`src/rdc_pkg.sv`:
```
// Package for the radix digit converter.
// Holds the controller state type, field widths and the radix saturation function.
// No dependencies.
package rdc_pkg;

    localparam int RADIX_W = 5;
    localparam int DIGIT_W = 4;
    localparam int REM_W   = 4;

    localparam logic [RADIX_W-1:0] RADIX_RESET = 5'd10;
    localparam logic [RADIX_W-1:0] RADIX_MIN   = 5'd2;
    localparam logic [RADIX_W-1:0] RADIX_MAX   = 5'd16;

    typedef enum logic [2:0] {
        ST_IDLE,
        ST_DIV,
        ST_READ,
        ST_LOAD,
        ST_SEND
    } rdc_state_t;

    // Register values below two act as two, values above sixteen act as sixteen.
    function automatic logic [RADIX_W-1:0] eff_radix(input logic [RADIX_W-1:0] r);
        logic [RADIX_W-1:0] res;
        begin
            res = r;
            if (r < RADIX_MIN) begin
                res = RADIX_MIN;
            end else if (r > RADIX_MAX) begin
                res = RADIX_MAX;
            end
            return res;
        end
    endfunction

endpackage

```
`src/rdc_serial_divider.sv`:
```
// Bit-serial restoring divider: one quotient bit per cycle.
// Divides a VALUE_BITS-wide dividend by a radix of 2 to 16.
// Depends on rdc_pkg.
module rdc_serial_divider
    import rdc_pkg::*;
#(
    parameter int VALUE_BITS = 31
) (
    input  logic                  aclk,
    input  logic                  aresetn,
    input  logic                  start,
    input  logic [VALUE_BITS-1:0] dividend,
    input  logic [RADIX_W-1:0]    divisor,
    output logic                  done,
    output logic [VALUE_BITS-1:0] quotient,
    output logic [REM_W-1:0]      remainder
);

    localparam int CNT_W = $clog2(VALUE_BITS + 1);

    logic [VALUE_BITS-1:0] quot_reg;
    logic [REM_W-1:0]      rem_reg;
    logic [RADIX_W-1:0]    div_reg;
    logic [CNT_W-1:0]      cnt_reg;
    logic                  busy_reg;
    logic                  done_reg;

    logic [RADIX_W-1:0]    trial;
    logic                  fits;
    logic [RADIX_W-1:0]    diff;

    assign trial = {rem_reg, quot_reg[VALUE_BITS-1]};
    assign fits  = (trial >= div_reg);
    assign diff  = trial - div_reg;

    always_ff @(posedge aclk) begin
        if (!aresetn) begin
            busy_reg <= 1'b0;
            done_reg <= 1'b0;
            cnt_reg  <= '0;
        end else begin
            done_reg <= 1'b0;
            if (start) begin
                busy_reg <= 1'b1;
                cnt_reg  <= CNT_W'(VALUE_BITS);
            end else if (busy_reg) begin
                cnt_reg <= cnt_reg - CNT_W'(1);
                if (cnt_reg == CNT_W'(1)) begin
                    busy_reg <= 1'b0;
                    done_reg <= 1'b1;
                end
            end
        end
    end

    always_ff @(posedge aclk) begin
        if (start) begin
            quot_reg <= dividend;
            rem_reg  <= '0;
            div_reg  <= divisor;
        end else if (busy_reg) begin
            quot_reg <= {quot_reg[VALUE_BITS-2:0], fits};
            rem_reg  <= fits ? diff[REM_W-1:0] : trial[REM_W-1:0];
        end
    end

    assign done      = done_reg;
    assign quotient  = quot_reg;
    assign remainder = rem_reg;

endmodule

```
`src/rdc_digit_stack.sv`:
```
// Digit stack memory: one write port and one registered read port.
// Entries are undefined until written.
// Depends on rdc_pkg.
module rdc_digit_stack
    import rdc_pkg::*;
#(
    parameter int DEPTH = 32
) (
    input  logic                     aclk,
    input  logic                     wr_en,
    input  logic [$clog2(DEPTH)-1:0] wr_addr,
    input  logic [DIGIT_W-1:0]       wr_data,
    input  logic                     rd_en,
    input  logic [$clog2(DEPTH)-1:0] rd_addr,
    output logic [DIGIT_W-1:0]       rd_data
);

    logic [DIGIT_W-1:0] mem [DEPTH];
    logic [DIGIT_W-1:0] rd_data_reg;

    always_ff @(posedge aclk) begin
        if (wr_en) begin
            mem[wr_addr] <= wr_data;
        end
    end

    always_ff @(posedge aclk) begin
        if (rd_en) begin
            rd_data_reg <= mem[rd_addr];
        end
    end

    assign rd_data = rd_data_reg;

endmodule

```
`src/radix_digit_converter_core.sv`:
```
// Operation: the serial divider produces the digits least significant first into the stack;
// each digit is then popped (read, load) and sent, most significant first.
// Flow: one value at a time; a new value is taken only in idle. A zero input goes straight
// to the output as a single zero digit, sent when the receiver is ready.
// Reset: synchronous, active low; the radix returns to ten and the controller to idle.
// Depends on rdc_pkg, rdc_serial_divider and rdc_digit_stack.
module radix_digit_converter_core
    import rdc_pkg::*;
#(
    parameter int STACK_DEPTH = 32,
    parameter int VALUE_BITS  = 31
) (
    input  logic                  aclk,
    input  logic                  aresetn,
    input  logic                  s_valid,
    output logic                  s_ready,
    input  logic [VALUE_BITS-1:0] s_value,
    output logic                  m_valid,
    input  logic                  m_ready,
    output logic [DIGIT_W-1:0]    m_digit,
    output logic                  m_last_digit,
    output logic                  m_empty_result,
    input  logic                  cfg_valid,
    output logic                  cfg_ready,
    input  logic [RADIX_W-1:0]    cfg_wdata
);

    localparam int ADDR_W = $clog2(STACK_DEPTH);
    localparam int CNT_W  = $clog2(STACK_DEPTH + 1);

    rdc_state_t           state_reg, state_next;
    logic [CNT_W-1:0]     count_reg, count_next;
    logic [RADIX_W-1:0]   radix_reg;
    logic                 m_valid_reg, m_valid_next;
    logic [DIGIT_W-1:0]   m_digit_reg, m_digit_next;
    logic                 m_last_reg, m_last_next;
    logic                 m_empty_reg, m_empty_next;

    logic                  div_start;
    logic [VALUE_BITS-1:0] div_dividend;
    logic                  div_done;
    logic [VALUE_BITS-1:0] div_quotient;
    logic [REM_W-1:0]      div_remainder;

    logic                  wr_en;
    logic                  rd_en;
    logic [DIGIT_W-1:0]    rd_data;
    logic [CNT_W-1:0]      count_dec;

    assign count_dec = count_reg - CNT_W'(1);

    rdc_serial_divider #(
        .VALUE_BITS(VALUE_BITS)
    ) u_divider (
        .aclk     (aclk),
        .aresetn  (aresetn),
        .start    (div_start),
        .dividend (div_dividend),
        .divisor  (eff_radix(radix_reg)),
        .done     (div_done),
        .quotient (div_quotient),
        .remainder(div_remainder)
    );

    rdc_digit_stack #(
        .DEPTH(STACK_DEPTH)
    ) u_stack (
        .aclk   (aclk),
        .wr_en  (wr_en),
        .wr_addr(count_reg[ADDR_W-1:0]),
        .wr_data(div_remainder),
        .rd_en  (rd_en),
        .rd_addr(count_dec[ADDR_W-1:0]),
        .rd_data(rd_data)
    );

    always_comb begin
        state_next = state_reg;
        case (state_reg)
            ST_IDLE: begin
                if (s_valid) begin
                    state_next = (s_value == '0) ? ST_SEND : ST_DIV;
                end
            end
            ST_DIV: begin
                if (div_done && (div_quotient == '0)) begin
                    state_next = ST_READ;
                end
            end
            ST_READ: state_next = ST_LOAD;
            ST_LOAD: state_next = ST_SEND;
            ST_SEND: begin
                if (m_ready) begin
                    state_next = m_last_reg ? ST_IDLE : ST_READ;
                end
            end
            default: state_next = ST_IDLE;
        endcase
    end

    always_comb begin
        s_ready      = 1'b0;
        div_start    = 1'b0;
        div_dividend = div_quotient;
        wr_en        = 1'b0;
        rd_en        = 1'b0;
        count_next   = count_reg;
        m_valid_next = m_valid_reg;
        m_digit_next = m_digit_reg;
        m_last_next  = m_last_reg;
        m_empty_next = m_empty_reg;
        case (state_reg)
            ST_IDLE: begin
                s_ready      = 1'b1;
                div_dividend = s_value;
                count_next   = '0;
                if (s_valid) begin
                    if (s_value == '0) begin
                        m_valid_next = 1'b1;
                        m_digit_next = '0;
                        m_last_next  = 1'b1;
                        m_empty_next = 1'b1;
                    end else begin
                        div_start = 1'b1;
                    end
                end
            end
            ST_DIV: begin
                if (div_done) begin
                    if (count_reg < CNT_W'(STACK_DEPTH)) begin
                        wr_en      = 1'b1;
                        count_next = count_reg + CNT_W'(1);
                    end
                    if (div_quotient != '0) begin
                        div_start = 1'b1;
                    end
                end
            end
            ST_READ: begin
                rd_en      = 1'b1;
                count_next = count_dec;
            end
            ST_LOAD: begin
                m_valid_next = 1'b1;
                m_digit_next = rd_data;
                m_last_next  = (count_reg == '0);
                m_empty_next = 1'b0;
            end
            ST_SEND: begin
                if (m_ready) begin
                    m_valid_next = 1'b0;
                end
            end
            default: begin
                m_valid_next = 1'b0;
            end
        endcase
    end

    always_ff @(posedge aclk) begin
        if (!aresetn) begin
            state_reg   <= ST_IDLE;
            count_reg   <= '0;
            m_valid_reg <= 1'b0;
            radix_reg   <= RADIX_RESET;
        end else begin
            state_reg   <= state_next;
            count_reg   <= count_next;
            m_valid_reg <= m_valid_next;
            if (cfg_valid) begin
                radix_reg <= cfg_wdata;
            end
        end
    end

    always_ff @(posedge aclk) begin
        m_digit_reg <= m_digit_next;
        m_last_reg  <= m_last_next;
        m_empty_reg <= m_empty_next;
    end

    assign cfg_ready      = 1'b1;
    assign m_valid        = m_valid_reg;
    assign m_digit        = m_digit_reg;
    assign m_last_digit   = m_last_reg;
    assign m_empty_result = m_empty_reg;

endmodule

```
`config.mk`:
```
export PLATFORM = sky130hd
export DESIGN_NAME = radix_digit_converter_core
export DESIGN_NICKNAME = d
export VERILOG_FILES = /design/src/rdc_pkg.sv /design/src/rdc_serial_divider.sv /design/src/rdc_digit_stack.sv /design/src/radix_digit_converter_core.sv
export SDC_FILE = /design/constraint.sdc
export NUM_CORES = 1
export LEC_CHECK = 0
export BUFFER_PORTS_ARGS = -buffer_cell sky130_fd_sc_hd__buf_2
export CAP_MARGIN = 20
export CORE_MARGIN = 2
export CORE_UTILIZATION = 60
export CTS_CLUSTER_SIZE = 28
export DETAILED_ROUTE_END_ITERATION = 10
export PLACE_DENSITY = 0.91
export SETUP_SLACK_MARGIN = 0.3
export SYNTH_ARGS = -nofsm -noshare
export SYNTH_HDL_FRONTEND = slang
export SYNTH_SLANG_ARGS = --single-unit
```
`constraint.sdc`:
```
create_clock -name aclk -period 4.58 [get_ports aclk]
set_clock_uncertainty 0.15 [all_clocks]
set_input_delay 0.458 -clock aclk [delete_from_list [all_inputs] [get_ports aclk]]
set_output_delay 0.458 -clock aclk [all_outputs]
set_load 0.005 [all_outputs]
```
==> impl_metrics.py <==
metrics = {
    "status": {
        "outcome": "finished clean",
    },
    "sta": {
        "timing.final.crit_period_ns": 3.17,
        "setup_viol_count_final": 0,
        "final_clock_period_utilization_by_the_worst_path_pct": 69.2,
        "max-slew-margin-rel_pct": 27.7,
        "count_of_final_hold_check_violations": 0,
        "grt_setup_unrepaired": "false",
        "max_freq_mhz": 316,
        "drv_slew": 0,
        "worstMarginPinSlew_ns": 1.08,
        "final.setup.tns_ns": 0,
        "whs_ns": 0.0934,
    },
    "clock_tree": {
        "cts_tree": "done",
        "clockBufferDepth": 2,
        "post_cts_buffers": 0,
        "clock_tree.htree_level_count": 4,
        "cts-resized-gates": 0,
        "cts.reportedPaths.clkPinSlew_ns": 0.08,
        "cts_num_sinks": 200,
        "holdBufCountCts": 0,
        "cts-buffers-inserted": 17,
        "root_buffer": "clkbuf_16",
        "clk-insertion-delay-late_ns": 0.44,
    },
    "power_and_ir_drop": {
        "sw_ratio_pct": 27.1,
        "power.net_switching_mw": 1.23,
        "pwr-share-seq_pct": 50.1,
        "vdd_drop_max_v": 0.000289,
        "power_leakage_nw": 3.42,
        "power.share.clock_pct": 33.3,
        "total_power_divided_by_cell_area_nw_per_um2": 458,
        "comb_power_share_pct": 16.6,
        "internal_power_consumption_mw": 3.29,
    },
    "synth": {
        "netlist-cell-type-count": 61,
        "netlist_top_cells_area": "edfxtp_1, mux4_2, dfxtp_1",
        "synth_top_cell_by_area": "edfxtp_1",
        "seq_area_frac_synth_pct": 64.5,
        "synth.avg_cell_area_um2": 15.1,
        "synth.most_common_cell": "edfxtp_1",
        "synthesized_netlist_net_count": 643,
        "synth.ff_latch_count": 200,
        "synthArstFlopShare_pct": 0,
        "yosysWarnings": 0,
        "most_frequently_used_flop_master_after_synthesis": "edfxtp_1",
        "syn_area_um2": 8910,
        "post_synth_edffs": 174,
        "synth_cells": 590,
        "netlist.area_leader.share_pct": 58.7,
        "synth_common_cells": "edfxtp_1, nor2_1, nand2_1",
    },
    "floorplan": {
        "die_area_um2": 15800,
        "die_w_um": 126,
        "start_util_pct": 61.3,
        "std_cell_rows": 44,
        "design.portCount": 50,
        "coreArea_um2": 14500,
        "die_height_um": 126,
    },
    "run": {
        "drv.max_cap_violation_count": 0,
    },
    "worst_setup_path": {
        "crit_arrival_ns": 3.21,
        "critPathRequiredTime_ns": 4.62,
        "cp-end-kind": "register",
        "path_class": "reg -> reg",
        "path_cells": "inv_1 -> ha_1 -> buf_4 -> mux4_2 -> nand2_1 -> nand3_1 -> and3_1",
        "critical-path-max-stage-delay_ns": 1.00,
        "startpoint_type": "register",
        "worst-path-max-fanout": 25,
        "crit-reg2reg-launch": "count_reg[1]",
        "worstSetupStartpoint": "count_reg[1]",
        "critPathSlowestCell": "ha_1",
    },
    "place": {
        "detailed_place_hpwl_um": 12300,
        "port_buffers": 48,
        "dpl_cell_area_um2": 9260,
        "gp_congestion": 0.866,
    },
    "drt": {
        "detailed_route_vias_per_instance": 6.61,
        "dr_total_vias": 5488,
        "wl_per_cell_um": 23.0,
        "drtIter0Drc": 631,
        "detailedRoute.firstPassIterationCount": 8,
        "drt_drc_violations_left": 0,
        "ant_nets": 0,
        "wl_um": 19100,
    },
    "cells_and_area": {
        "layout.cell_area.non_filler_um2": 9860,
        "num-nets-final": 686,
        "largest_reg_flops": 128,
        "area_delta_synth_final_pct": 10.7,
        "antennaDiodeCount": 0,
        "fraction_of_final_layout_cells_sized_beyond_drive_strength_1_pct": 25.9,
    },
    "grt": {
        "overflow": 0,
        "antenna_violations_before_repair": 0,
        "grt_pass1_vias": 5545,
        "grt_start_max_net_pins": 48,
        "grt_pass1_wl_um": 30100,
        "grtUsageTotal_pct": 24.9,
    },
    "hold_path": {
        "hold_path.startpoint": "cfg_wdata[1]",
        "hold_path.class": "in -> reg",
    },
}
power groups by stage:
stage | Combinational [mW] | Sequential (mW) | Clock [mW]
floorplan | 0.503 | 2.32 | 0
global placement | 0.687 | 2.29 | 0
detailed placement | 0.727 | 2.30 | 0
CTS | 0.746 | 2.26 | 1.51
global route | 0.808 | 2.27 | 1.58
finish | 0.749 | 2.26 | 1.50
per-stage QoR:
| step | instances | worst slack [ns] | utilization (%) | total power [mW] |
|---|---|---|---|---|
| global placement | 798 | 1.67 | 63.7 | 2.98 |
| floorplan | 590 | 0.930 | - | 2.82 |
| detailed placement | 798 | 1.47 | 63.7 | 3.03 |
| global route | 830 | 1.29 | 67.9 | 4.66 |
| CTS | 830 | 1.38 | 67.9 | 4.52 |
| finish | 830 | 1.41 | 67.9 | 4.52 |
layout by cell type (no fill, tap or decap), types with 4 or more instances in the layout:
cell type  count
nor4_1        14
o21a_1        11
ha_1          11
buf_4          8
a32oi_1        4
o21ai_0       13
nor2b_1        6
a211oi_1       7
inv_1         19
mux2_4        28
dfxtp_1       25
nor3_1         8
inv_6          4
and2_1         4
mux4_2        32
nand3_1       16
xnor2_1        4
buf_2         48
edfxtp_1     174
nand2_1       43
and3_1         5
or3_1          4
clkbuf_16     17
mux2i_1       12
a21oi_1       12
nand4_1        5
mux2_2         5
nor2_1        50
inv_8          4
kinds of logic (layout without fill, tap and decap cells):
logic type               Yosys count  after routing  share of synthesized area (%)
AO/OA/AOI/OAI                     70             70                           5.52
XOR/XNOR                           8              8                          0.871
other                              1              1                         0.0421
adder cells (fa/ha/maj)           12             12                           1.77
flip-flops                       200            200                           64.5
multiplexers                      77             77                           14.8
buffers and inverters             53            109                           2.95
AND/OR/NAND/NOR                  169            169                           9.55
area by class of cell:
type | count | area [µm²]
Sequential cell | 200 | 5750
Fill cell | 862 | 4670
Multi-Input combinational cell | 337 | 2900
Clock buffer | 18 | 429
Timing Repair Buffer | 56 | 300
Tap cell | 184 | 230
Clock inverter | 14 | 175
Inverter | 21 | 78.8
critical path: cells and delay by family (launching register included):
kind                       cells  cell delay, ns
buffers and inverters          2            0.48
and+or+nand+nor                3            0.43
adders and majority gates      1            1.00
muxes                          1            0.32
DFF                            1            0.53
layer usage:
layer	track usage, %	wire (µm)	vias to the layer above
met5	0	0	-
met4	8.86	514	0
met3	6.84	1790	51
met2	41.3	9620	388
met1	32.1	7130	2706
li1	-	-	2343
final timing paths:
check	slack, ns	depth (start not counted)	to
max	1.41	7	u_stack.rd_data[1]
min	0.09	3	radix_reg[1]
max reg2reg	1.41	7	u_stack.rd_data[1]
min reg2reg	0.35	2	radix_reg[0]
Note: power is estimated with default switching activity, not from simulation.
